**config.mk**
```make
export PLATFORM = sky130hd
export DESIGN_NAME = timer_expiry_scheduler_top_flat
export DESIGN_NICKNAME = d
export VERILOG_FILES = /design/src/design/tes_pkg.sv /design/src/design/tes_ifs.sv /design/src/design/timer_expiry_scheduler_top.sv /design/src/design/tes_ctrl.sv /design/src/design/tes_dp.sv /design/src/flat_wrapper.sv
export VERILOG_INCLUDE_DIRS = /design/src /design/src/design
export SDC_FILE = /design/constraint.sdc
export NUM_CORES = 2
export LEC_CHECK = 0
export BUFFER_PORTS_ARGS = -buffer_cell sky130_fd_sc_hd__clkbuf_2
export CAP_MARGIN = 20
export CELL_PAD_IN_SITES_DETAIL_PLACEMENT = 0
export CELL_PAD_IN_SITES_GLOBAL_PLACEMENT = 1
export CORE_ASPECT_RATIO = 0.7
export CORE_MARGIN = 2
export CORE_UTILIZATION = 45
export CTS_CLUSTER_DIAMETER = 80
export CTS_CLUSTER_SIZE = 10
export DETAILED_ROUTE_END_ITERATION = 10
export HOLD_SLACK_MARGIN = 0.08
export PLACE_DENSITY = 0.72
export RECOVER_POWER = 50
export SYNTH_ARGS = -nofsm -noshare
export SYNTH_HDL_FRONTEND = slang
export SYNTH_HIERARCHICAL = 1
export SYNTH_SLANG_ARGS = --single-unit
```
**constraint.sdc**
```tcl
create_clock -name i_clk -period 6.34 [get_ports i_clk]
set_clock_uncertainty 0.05 [all_clocks]
set_input_delay 0.951 -clock i_clk [delete_from_list [all_inputs] [get_ports i_clk]]
set_output_delay 0.951 -clock i_clk [all_outputs]
set_load 0.01 [all_outputs]
```
**src/design/timer_expiry_scheduler_top_assert.svh**
```systemverilog
// Assertion macros for the timer expiry scheduler top level.
// Used by timer_expiry_scheduler_top.sv; expects i_clk and i_rst_n in scope.
`ifndef TIMER_EXPIRY_SCHEDULER_TOP_ASSERT_SVH
`define TIMER_EXPIRY_SCHEDULER_TOP_ASSERT_SVH
`ifndef SYNTHESIS
// same-cycle implication
`define TES_ASSERT_IMP(label, ante, cons) \
    label: assert property (@(posedge i_clk) disable iff (!i_rst_n) (ante) |-> (cons)) \
        else $error("tes: same-cycle check failed");
// next-cycle implication
`define TES_ASSERT_NXT(label, ante, cons) \
    label: assert property (@(posedge i_clk) disable iff (!i_rst_n) (ante) |=> (cons)) \
        else $error("tes: next-cycle check failed");
`else
`define TES_ASSERT_IMP(label, ante, cons)
`define TES_ASSERT_NXT(label, ante, cons)
`endif
`endif

```
**src/design/tes_pkg.sv**
```systemverilog
// Shared constants, codes and controller/datapath types for the timer scheduler.
// No dependencies.
`timescale 1ns / 1ps
`default_nettype none

package tes_pkg;

    localparam int TIMERS      = 16;
    localparam int TIME_BITS   = 48;
    localparam int PERIOD_BITS = 32;
    localparam int ID_W        = 4;
    localparam int KIND_W      = 2;
    localparam int SLOT_W      = (TIMERS > 1) ? $clog2(TIMERS) : 1;
    localparam int CNT_W       = $clog2(TIMERS + 1);

    typedef enum logic [1:0] {
        KIND_ADD   = 2'd0,
        KIND_DEL   = 2'd1,
        KIND_CHECK = 2'd2,
        KIND_NOP   = 2'd3
    } t_kind;

    // what the datapath does with expiry data coming back from memory
    typedef enum logic [1:0] {
        SCAN_NONE,
        SCAN_DUE,
        SCAN_SEL,
        SCAN_SUM
    } t_scan;

    typedef enum logic [2:0] {
        ST_IDLE,
        ST_EXEC,
        ST_DUE,
        ST_SEL,
        ST_SEL_END,
        ST_FIRE,
        ST_SUM,
        ST_EMIT
    } t_state;

    typedef struct packed {
        t_scan             scan;
        logic [SLOT_W-1:0] addr;
        logic              load;
        logic              do_add;
        logic              do_del;
        logic              clr_sel;
        logic              clr_sum;
        logic              fire_log;
        logic              fire_upd;
        logic              emit_adv;
    } t_cmd;

    typedef struct packed {
        t_kind kind;
        logic  found;
        logic  emit_last;
    } t_stat;

endpackage

`default_nettype wire

```
**src/design/tes_ifs.sv**
```systemverilog
// Valid/ready channel interfaces for the timer scheduler request and record streams.
// Depends on tes_pkg.
`timescale 1ns / 1ps
`default_nettype none

interface tes_in_if import tes_pkg::*; ();
    logic                   valid;
    logic                   ready;
    logic [KIND_W-1:0]      kind;
    logic [ID_W-1:0]        timer_id;
    logic [PERIOD_BITS-1:0] interval_ms;
    logic                   periodic;
    logic [TIME_BITS-1:0]   now_ms;

    modport source (output valid, kind, timer_id, interval_ms, periodic, now_ms,
                    input ready);
    modport sink   (input valid, kind, timer_id, interval_ms, periodic, now_ms,
                    output ready);
endinterface

interface tes_out_if import tes_pkg::*; ();
    logic                 valid;
    logic                 ready;
    logic                 fired;
    logic [ID_W-1:0]      fired_id;
    logic                 pending;
    logic [TIME_BITS-1:0] next_expire_ms;
    logic                 last;

    modport source (output valid, fired, fired_id, pending, next_expire_ms, last,
                    input ready);
    modport sink   (input valid, fired, fired_id, pending, next_expire_ms, last,
                    output ready);
endinterface

`default_nettype wire

```
**src/design/timer_expiry_scheduler_top.sv**
```systemverilog
// Timer expiry scheduler: a table of TIMERS slots armed, freed and checked per millisecond item.
// Takes one request transaction and returns its fired records followed by one summary
// record. The design keeps the slot table in a one-read-port expiry memory and walks it.
//
// Flow: one request is handled at a time. Every scan of the table reads one slot per
// cycle from the expiry memory and then drains the registered read. An add, a delete
// or a no-op is accepted, executed and followed by one summary scan before its summary
// record is presented. A check runs a due scan, then a selection scan and a re-arm for
// each fired slot, then a final selection scan and a summary scan, and then returns
// n+1 record transactions for n fired slots.
// Fired slots are picked by repeated minimum scans over the due set, earliest expiry
// first and the lower slot on a tie; a periodic slot is re-armed at now plus its
// interval and does not fire twice in one check. pending and next_expire_ms carry the
// state after the whole request in every record. Expiry arithmetic wraps at
// 2^TIME_BITS. Expiry times and intervals of slots never armed are not cleared at reset;
// they are only read for active slots.
// Depends on tes_pkg, tes_ifs, tes_ctrl, tes_dp and the assertion macro header.
`timescale 1ns / 1ps
`default_nettype none
`include "timer_expiry_scheduler_top_assert.svh"

module timer_expiry_scheduler_top import tes_pkg::*; (
    input  logic      i_clk,
    input  logic      i_rst_n,
    tes_in_if.sink    i_req,
    tes_out_if.source o_rsp
);

    t_cmd  w_cmd;
    t_stat w_stat;

    // sequencer: owns both handshakes
    tes_ctrl u_ctrl (
        .i_clk       (i_clk),
        .i_rst_n     (i_rst_n),
        .i_in_valid  (i_req.valid),
        .o_in_ready  (i_req.ready),
        .o_out_valid (o_rsp.valid),
        .i_out_ready (o_rsp.ready),
        .i_stat      (w_stat),
        .o_cmd       (w_cmd)
    );

    // datapath: slot table, scan results and the record payload
    tes_dp u_dp (
        .i_clk            (i_clk),
        .i_rst_n          (i_rst_n),
        .i_cmd            (w_cmd),
        .o_stat           (w_stat),
        .i_kind           (i_req.kind),
        .i_timer_id       (i_req.timer_id),
        .i_interval_ms    (i_req.interval_ms),
        .i_periodic       (i_req.periodic),
        .i_now_ms         (i_req.now_ms),
        .o_fired          (o_rsp.fired),
        .o_fired_id       (o_rsp.fired_id),
        .o_pending        (o_rsp.pending),
        .o_next_expire_ms (o_rsp.next_expire_ms),
        .o_last           (o_rsp.last)
    );

    // records are only presented while no new request can enter
    `TES_ASSERT_IMP(a_out_excl_in, o_rsp.valid, !i_req.ready)
    // an accepted request always goes through execute before any record
    `TES_ASSERT_NXT(a_accept_no_rec, i_req.valid && i_req.ready, !o_rsp.valid)
    // the summary transaction returns the block to taking requests
    `TES_ASSERT_NXT(a_last_to_idle, o_rsp.valid && o_rsp.ready && o_rsp.last, i_req.ready)
    // no pending slot means a zero next expiry
    `TES_ASSERT_IMP(a_idle_next_zero, o_rsp.valid && !o_rsp.pending, o_rsp.next_expire_ms == '0)

endmodule

`default_nettype wire

```
**src/design/tes_ctrl.sv**
```systemverilog
// Sequencer for the timer scheduler: walks the slot scans and record output.
// Depends on tes_pkg.
`timescale 1ns / 1ps
`default_nettype none

module tes_ctrl import tes_pkg::*; (
    input  logic  i_clk,
    input  logic  i_rst_n,
    input  logic  i_in_valid,
    output logic  o_in_ready,
    output logic  o_out_valid,
    input  logic  i_out_ready,
    input  t_stat i_stat,
    output t_cmd  o_cmd
);

    t_state           r_state, n_state;
    logic [CNT_W-1:0] r_cnt, n_cnt;
    logic             w_scan_end;
    logic             w_scanning;

    assign w_scan_end = (r_cnt == CNT_W'(TIMERS));
    assign w_scanning = (r_state == ST_DUE) || (r_state == ST_SEL) || (r_state == ST_SUM);

    always_ff @(posedge i_clk) begin
        if (!i_rst_n) begin
            r_state <= ST_IDLE;
            r_cnt   <= '0;
        end else begin
            r_state <= n_state;
            r_cnt   <= n_cnt;
        end
    end

    // slot counter: one address per cycle, then an end count that drains the read
    always_comb begin
        if (w_scanning && !w_scan_end) begin
            n_cnt = r_cnt + CNT_W'(1);
        end else begin
            n_cnt = '0;
        end
    end

    always_comb begin
        n_state = r_state;
        unique case (r_state)
            ST_IDLE: begin
                if (i_in_valid) n_state = ST_EXEC;
            end
            ST_EXEC: begin
                n_state = (i_stat.kind == KIND_CHECK) ? ST_DUE : ST_SUM;
            end
            ST_DUE: begin
                if (w_scan_end) n_state = ST_SEL;
            end
            ST_SEL: begin
                if (w_scan_end) n_state = ST_SEL_END;
            end
            ST_SEL_END: begin
                n_state = i_stat.found ? ST_FIRE : ST_SUM;
            end
            ST_FIRE: begin
                n_state = ST_SEL;
            end
            ST_SUM: begin
                if (w_scan_end) n_state = ST_EMIT;
            end
            ST_EMIT: begin
                if (i_out_ready && i_stat.emit_last) n_state = ST_IDLE;
            end
        endcase
    end

    always_comb begin
        o_cmd       = '0;
        o_in_ready  = 1'b0;
        o_out_valid = 1'b0;
        o_cmd.addr  = SLOT_W'(r_cnt);
        unique case (r_state)
            ST_IDLE: begin
                o_in_ready = 1'b1;
                o_cmd.load = i_in_valid;
            end
            ST_EXEC: begin
                o_cmd.do_add  = (i_stat.kind == KIND_ADD);
                o_cmd.do_del  = (i_stat.kind == KIND_DEL);
                o_cmd.clr_sum = (i_stat.kind != KIND_CHECK);
            end
            ST_DUE: begin
                o_cmd.scan    = w_scan_end ? SCAN_NONE : SCAN_DUE;
                o_cmd.clr_sel = w_scan_end;
            end
            ST_SEL: begin
                o_cmd.scan = w_scan_end ? SCAN_NONE : SCAN_SEL;
            end
            ST_SEL_END: begin
                o_cmd.fire_log = i_stat.found;
                o_cmd.clr_sum  = !i_stat.found;
            end
            ST_FIRE: begin
                o_cmd.fire_upd = 1'b1;
                o_cmd.clr_sel  = 1'b1;
            end
            ST_SUM: begin
                o_cmd.scan = w_scan_end ? SCAN_NONE : SCAN_SUM;
            end
            ST_EMIT: begin
                o_out_valid    = 1'b1;
                o_cmd.emit_adv = i_out_ready && !i_stat.emit_last;
            end
        endcase
    end

endmodule

`default_nettype wire

```
**src/design/tes_dp.sv**
```systemverilog
// Datapath for the timer scheduler: slot memories, scan accumulators, fire list.
// Depends on tes_pkg.
`timescale 1ns / 1ps
`default_nettype none

module tes_dp import tes_pkg::*; (
    input  logic                   i_clk,
    input  logic                   i_rst_n,
    input  t_cmd                   i_cmd,
    output t_stat                  o_stat,
    input  logic [KIND_W-1:0]      i_kind,
    input  logic [ID_W-1:0]        i_timer_id,
    input  logic [PERIOD_BITS-1:0] i_interval_ms,
    input  logic                   i_periodic,
    input  logic [TIME_BITS-1:0]   i_now_ms,
    output logic                   o_fired,
    output logic [ID_W-1:0]        o_fired_id,
    output logic                   o_pending,
    output logic [TIME_BITS-1:0]   o_next_expire_ms,
    output logic                   o_last
);

    // latched item
    t_kind                  r_kind;
    logic [ID_W-1:0]        r_id;
    logic [PERIOD_BITS-1:0] r_interval;
    logic                   r_periodic;
    logic [TIME_BITS-1:0]   r_now;

    // slot storage
    logic [TIME_BITS-1:0]   r_exp_mem [TIMERS];
    logic [PERIOD_BITS-1:0] r_per_mem [TIMERS];
    logic [TIME_BITS-1:0]   r_exp_q;
    logic [PERIOD_BITS-1:0] r_per_q;
    logic [TIMERS-1:0]      r_active;
    logic [TIMERS-1:0]      r_repeat;
    logic [TIMERS-1:0]      r_due;

    // scan tracking
    t_scan                  r_scan_d;
    logic [SLOT_W-1:0]      r_idx_d;
    logic                   r_found;
    logic [SLOT_W-1:0]      r_best_idx;
    logic [TIME_BITS-1:0]   r_best_exp;
    logic                   r_pend;
    logic [TIME_BITS-1:0]   r_nexp;

    // fire list and record output
    logic [SLOT_W-1:0]      r_order [TIMERS];
    logic [CNT_W-1:0]       r_nfire;
    logic [CNT_W-1:0]       r_emit_k;

    logic                   w_id_ok;
    logic [SLOT_W-1:0]      w_id_slot;
    logic                   w_add_we;
    logic [PERIOD_BITS-1:0] w_add_b;
    logic [TIME_BITS-1:0]   w_sum;
    logic                   w_exp_we;
    logic [SLOT_W-1:0]      w_exp_wa;
    logic                   w_sel_hit;
    logic                   w_sum_hit;

    assign w_id_ok   = (int'(r_id) < TIMERS);
    assign w_id_slot = SLOT_W'(r_id);
    assign w_add_we  = i_cmd.do_add && w_id_ok;

    // one adder serves both arming on add and re-arming on fire, modulo 2^TIME_BITS
    assign w_add_b   = i_cmd.do_add ? r_interval : r_per_q;
    assign w_sum     = r_now + TIME_BITS'(w_add_b);
    assign w_exp_we  = w_add_we || (i_cmd.fire_upd && r_repeat[r_best_idx]);
    assign w_exp_wa  = i_cmd.do_add ? w_id_slot : r_best_idx;

    // strict compare keeps the lower slot on equal expiry (ascending scan)
    assign w_sel_hit = (r_scan_d == SCAN_SEL) && r_due[r_idx_d]
                       && (!r_found || (r_exp_q < r_best_exp));
    assign w_sum_hit = (r_scan_d == SCAN_SUM) && r_active[r_idx_d]
                       && (!r_pend || (r_exp_q < r_nexp));

    always_ff @(posedge i_clk) begin
        if (i_cmd.load) begin
            r_kind     <= t_kind'(i_kind);
            r_id       <= i_timer_id;
            r_interval <= i_interval_ms;
            r_periodic <= i_periodic;
            r_now      <= i_now_ms;
        end
    end

    always_ff @(posedge i_clk) begin
        if (w_exp_we) begin
            r_exp_mem[w_exp_wa] <= w_sum;
        end
        r_exp_q <= r_exp_mem[i_cmd.addr];
    end

    // period is read at the selected slot; registered, so it is valid the cycle after selection settles
    always_ff @(posedge i_clk) begin
        if (w_add_we) begin
            r_per_mem[w_id_slot] <= r_interval;
        end
        r_per_q <= r_per_mem[r_best_idx];
    end

    always_ff @(posedge i_clk) begin
        if (!i_rst_n) begin
            r_active <= '0;
            r_repeat <= '0;
            r_due    <= '0;
            r_scan_d <= SCAN_NONE;
            r_found  <= 1'b0;
            r_pend   <= 1'b0;
            r_nfire  <= '0;
            r_emit_k <= '0;
        end else begin
            r_scan_d <= i_cmd.scan;
            if (i_cmd.load) begin
                r_nfire  <= '0;
                r_emit_k <= '0;
            end
            if (w_add_we) begin
                r_active[w_id_slot] <= 1'b1;
                r_repeat[w_id_slot] <= r_periodic;
            end
            if (i_cmd.do_del && w_id_ok) begin
                r_active[w_id_slot] <= 1'b0;
            end
            if (r_scan_d == SCAN_DUE) begin
                r_due[r_idx_d] <= r_active[r_idx_d] && (r_exp_q <= r_now);
            end
            if (w_sel_hit) begin
                r_found <= 1'b1;
            end
            if (w_sum_hit) begin
                r_pend <= 1'b1;
            end
            if (i_cmd.clr_sel) begin
                r_found <= 1'b0;
            end
            if (i_cmd.clr_sum) begin
                r_pend <= 1'b0;
            end
            if (i_cmd.fire_log) begin
                r_due[r_best_idx] <= 1'b0;
                r_nfire           <= r_nfire + CNT_W'(1);
            end
            if (i_cmd.fire_upd && !r_repeat[r_best_idx]) begin
                r_active[r_best_idx] <= 1'b0;
            end
            if (i_cmd.emit_adv) begin
                r_emit_k <= r_emit_k + CNT_W'(1);
            end
        end
    end

    always_ff @(posedge i_clk) begin
        r_idx_d <= i_cmd.addr;
        if (w_sel_hit) begin
            r_best_idx <= r_idx_d;
            r_best_exp <= r_exp_q;
        end
        if (w_sum_hit) begin
            r_nexp <= r_exp_q;
        end
        if (i_cmd.fire_log) begin
            r_order[SLOT_W'(r_nfire)] <= r_best_idx;
        end
    end

    assign o_fired          = (r_emit_k != r_nfire);
    assign o_fired_id       = o_fired ? ID_W'(r_order[SLOT_W'(r_emit_k)]) : '0;
    assign o_pending        = r_pend;
    assign o_next_expire_ms = r_pend ? r_nexp : '0;
    assign o_last           = !o_fired;

    assign o_stat.kind      = r_kind;
    assign o_stat.found     = r_found;
    assign o_stat.emit_last = !o_fired;

endmodule

`default_nettype wire
```
**src/flat_wrapper.sv**
```systemverilog
// flat-port wrapper written by rule: the top's interface ports become plain ports
module timer_expiry_scheduler_top_flat import tes_pkg::*;
  (i_clk, i_rst_n, i_req_valid, i_req_kind, i_req_timer_id, i_req_interval_ms, i_req_periodic, i_req_now_ms, i_req_ready, o_rsp_valid, o_rsp_fired, o_rsp_fired_id, o_rsp_pending, o_rsp_next_expire_ms, o_rsp_last, o_rsp_ready);
  tes_in_if i_req_i ();
  tes_out_if o_rsp_i ();
  input  logic i_clk;
  input  logic i_rst_n;
  input wire logic [$bits(i_req_i.valid)-1:0] i_req_valid;
  input wire logic [$bits(i_req_i.kind)-1:0] i_req_kind;
  input wire logic [$bits(i_req_i.timer_id)-1:0] i_req_timer_id;
  input wire logic [$bits(i_req_i.interval_ms)-1:0] i_req_interval_ms;
  input wire logic [$bits(i_req_i.periodic)-1:0] i_req_periodic;
  input wire logic [$bits(i_req_i.now_ms)-1:0] i_req_now_ms;
  output wire logic [$bits(i_req_i.ready)-1:0] i_req_ready;
  output wire logic [$bits(o_rsp_i.valid)-1:0] o_rsp_valid;
  output wire logic [$bits(o_rsp_i.fired)-1:0] o_rsp_fired;
  output wire logic [$bits(o_rsp_i.fired_id)-1:0] o_rsp_fired_id;
  output wire logic [$bits(o_rsp_i.pending)-1:0] o_rsp_pending;
  output wire logic [$bits(o_rsp_i.next_expire_ms)-1:0] o_rsp_next_expire_ms;
  output wire logic [$bits(o_rsp_i.last)-1:0] o_rsp_last;
  input wire logic [$bits(o_rsp_i.ready)-1:0] o_rsp_ready;
  assign i_req_i.valid = i_req_valid;
  assign i_req_i.kind = i_req_kind;
  assign i_req_i.timer_id = i_req_timer_id;
  assign i_req_i.interval_ms = i_req_interval_ms;
  assign i_req_i.periodic = i_req_periodic;
  assign i_req_i.now_ms = i_req_now_ms;
  assign i_req_ready = i_req_i.ready;
  assign o_rsp_valid = o_rsp_i.valid;
  assign o_rsp_fired = o_rsp_i.fired;
  assign o_rsp_fired_id = o_rsp_i.fired_id;
  assign o_rsp_pending = o_rsp_i.pending;
  assign o_rsp_next_expire_ms = o_rsp_i.next_expire_ms;
  assign o_rsp_last = o_rsp_i.last;
  assign o_rsp_i.ready = o_rsp_ready;
  timer_expiry_scheduler_top u_core (.i_clk(i_clk), .i_rst_n(i_rst_n), .i_req(i_req_i), .o_rsp(o_rsp_i));
endmodule
```
==> results by group <==
Finish
  – Filler cells: around 12k
  – Core Util, Final: ~51%
  – Nets: ~4.1k
  – Layout cells sized above 1: around 23%
  – Final Instance Count excl. Fillers: ~6k
  – Layout area overhead: 13.4%

CTS
  – Clock-pin transition on the worst setup and hold timing paths: 0.06 ns
  – Cts hold-fix bufs: 0
  – Root buffer cell: clkbuf_16
  – CTS Sinks: 1,689
  – Total CTS buffers: ~190
  – TritonCTS clock tree: done
  – Worst-Skew Late Latency: 0.83 ns
  – Clock tree buffer depth: 3
  – Post-CTS setup buffers: 0
  – CTS H-tree depth: 4
  – # resized after CTS: 0

Worst setup path
  – Crit path max-delay family: compound AO/OA/AOI/OAI gates
  – CP Class: reg -> reg
  – WP buf/inv: 2
  – Crit path cell chain: nand2b_1 > nor4_1 > buf_12 > mux2_2 > ha_1 > a21oi_1 > nand2_1 > a211oi_1 > a211oi_2 > o21ai_1 > buf_4 > a211oi_1 > xnor2_1
  – CP Max Fanout: 43
  – CP startpoint: u_core/u_ctrl/r_state[0]
  – CP max-delay cell: xnor2_1
  – CP startpoint kind: flop
  – R2r startpoint: u_core/u_ctrl/r_state[0]
  – Critical path arrival: just under 6 ns
  – CP required: about 6.7 ns
  – Most frequent CP cell: a211oi_1
  – CP endpoint kind: flop
  – Slowest stage delay, CP: 0.90 ns

Logic synthesis
  – Async set-reset flop share out of synthesis: 0%
  – Syn Area/Cell: around 19 sq um
  – Number of flops mapped to enable cells by yosys: around 1.5k
  – Register area share after synthesis: between 70 and 80%
  – Synth Net Count: between 3k and 4k
  – Synth warnings: 6
  – Synth Register Bits: around 1.7k
  – Syn Inst Count: ~3.5k
  – Post-synth top flop: edfxtp_1
  – Cell Area, Synth: about 70,000 sq um
  – Distinct cells, synth: 83

Run
  – Max-Cap Viols: 30

Drt
  – Post-route ant nets: 0
  – DR iter-0 viols: around 4.2k
  – DRT Wirelength: about 170,000 um
  – DRC Markers: 0
  – Drt first pass iters: 5
  – Average routed wire per standard cell: 28.7 um
  – Total number of vias: 35.1k
  – Via-to-Cell Ratio: 5.86

Timing
  – Unrepaired setup endpoints after global routing: no
  – Rel. slew slack: -111%
  – Period Utilization, post-route: between 80% and 90%
  – FMAX: ~180 MHz
  – Clock period minus worst slack: between 5 and 6 ns
  – # setup viols final: 0
  – Slew Viols, Final: just under 1k
  – Setup TNS: 0 ns
  – Final Hold Fails: 0
  – Least-Margin Pin Slew: roughly 3.2 ns

Die
  – Core footprint: around 150,000 sq um
  – Initial Util: 45.4%
  – Site row count: about 120
  – Die Height: between 300 and 400 um
  – Die Wd: 470 um
  – IO Count: between 100 and 150
  – Die Area: 155,000 sq um

Place
  – Input/output buffers: roughly 150
  – Global placement routability congestion: 0.839
  – Inst Count DP: ~5.6k
  – DP HPWL: just over 100,000 um

Power
  – Clock power frac: about 36%
  – Leakage power: ~25 nW
  – Comb pwr share: roughly 13%
  – VDD IR max: around 0.00032 V
  – Sw Pwr: roughly 7 mW
  – Seq pwr share: around half
  – Pwr dens: ~360 nW/um^2
  – Sw Ratio: roughly 26%
  – Internal Power: just over 20 mW

Run status
  – Failing checks: max-capacitance violations, max-slew violations
  – Status: finished with violations

Hold path
  – Hold Path Origin: i_req_now_ms[5]
  – Hold Crit Class: in -> reg

GRT
  – Largest net degree at the start of global routing: around 120
  – Gr ovfl total: 0
  – Antenna violations before repair: 5
  – First-pass GRT wire length: between 200,000 and 250,000 um
  – GRT Overall Usage: between 20% and 30%
  – Vias in the first global route: ~35k
## path summary, 6_finish.rpt
check / cells past startpoint / slack [ns] / end
max: 13 / 0.89 / u_core/u_dp/r_exp_mem[6][36]
min: 1 / 0.25 / u_core/u_dp/r_now[5]
max reg2reg: 13 / 0.89 / u_core/u_dp/r_exp_mem[6][36]
min reg2reg: 2 / 0.43 / u_core/u_dp/r_repeat[3]
## cell families (layout without fill, tap and decap cells)
group | after synthesis | count (layout) | synth area share, %
flops | 1689 | 1689 | 72.0
mux | 473 | 473 | 15.0
simple gates | 449 | 449 | 3.39
compound gates | 376 | 376 | 3.81
buf+inv | 314 | 777 | 1.87
fa+ha+maj | 182 | 182 | 3.35
xor+xnor | 47 | 47 | 0.603
other cells | 0 | 3 | 0
## power by group through the flow
stage	sequential [mW]	clock [mW]	combinational, mW
3_5_place_dp	14.4	0	3.40
3_3_place_gp	14.4	0	3.29
6_report	14.2	9.88	3.47
2_1_floorplan	14.0	0	2.32
5_1_grt	14.2	10.5	3.79
4_1_cts	14.2	10.1	3.41
## layer usage
metal / up-vias / routed length [um] / GRT usage [%]
li1: 14989 / - / -
met1: 18375 / 76800 / 33.7
met2: 1575 / 77300 / 33.1
met3: 197 / 14400 / 4.59
met4: 0 / 3300 / 5.70
met5: - / 0 / 0
## synthesized netlist by cell type, types with 35 or more instances
master       n  share of area (%)
a21o_1      53               0.58
a21oi_1    105               0.77
and2_1      54               0.49
buf_2       40               0.29
clkbuf_1    92               0.51
dfxtp_1    158                4.6
edfxtp_1  1531                 67
ha_1       181                3.3
inv_1      166               0.91
mux4_2     429                 14
nand2_1     80               0.44
nand4_1     35               0.32
nor2_1     121               0.67
o21ai_0     63               0.46
xnor2_1     36               0.46
## metrics by stage
stage	hold WS (ns)	power (mW)	cell area [sq um]	setup slack, ns
final	0.251	27.5	77400	0.892
after detailed placement	0.425	17.8	72100	1.19
after CTS	0.189	27.7	77600	1.14
after floorplan	0.356	16.3	68300	0.430
after global placement	0.415	17.7	72100	1.29
after global routing	0.204	28.5	77400	0.441
## area by class of cell
class | instances | area (sq um) | share of cell area, %
clock buffer | 325 | 5220 | 6.74
timing repair buffer | 270 | 1670 | 2.15
antenna | 3 | 7.51 | 0.00969
clock inverter | 16 | 289 | 0.373
sequential | 1689 | 49100 | 63.5
inverter | 166 | 623 | 0.805
tap | 1996 | 2500 | 3.23
multi-input combinational | 1527 | 18000 | 23.2
## layout by cell type, fill, tap and decap left out, drive strengths merged, types with 4 or more instances in the layout
master	instances
nand4	35
dfxtp	158
a21boi	22
a21oi	115
nand3	33
nor2	121
o21ai	67
nand2	80
xor2	11
mux2	31
a31oi	13
o21bai	5
clkbuf	502
nor3	33
a21o	53
or2	4
and2	54
o221ai	33
nor3b	7
xnor2	36
and3	7
inv	174
o21a	8
mux2i	7
a211o	5
a211oi	18
mux4	435
nand2b	26
ha	181
buf	93
edfxtp	1531
nor2b	24
clkinv	8
nor4	7
o211ai	12
## registers in the layout (all words and copies together), names as in the netlist, 16 cells and up, named ones only
name,cells
u_core/u_dp/r_per_mem,512
u_core/u_dp/r_best_exp,48
u_core/u_dp/r_exp_q,48
u_core/u_dp/r_order,64
u_core/u_dp/r_per_q,32
u_core/u_dp/r_repeat,16
u_core/u_dp/r_active,16
u_core/u_dp/r_due,16
u_core/u_dp/r_nexp,48
u_core/u_dp/r_exp_mem,768
u_core/u_dp/r_interval,32
u_core/u_dp/r_now,48
Power figures use the tool's default switching activity.
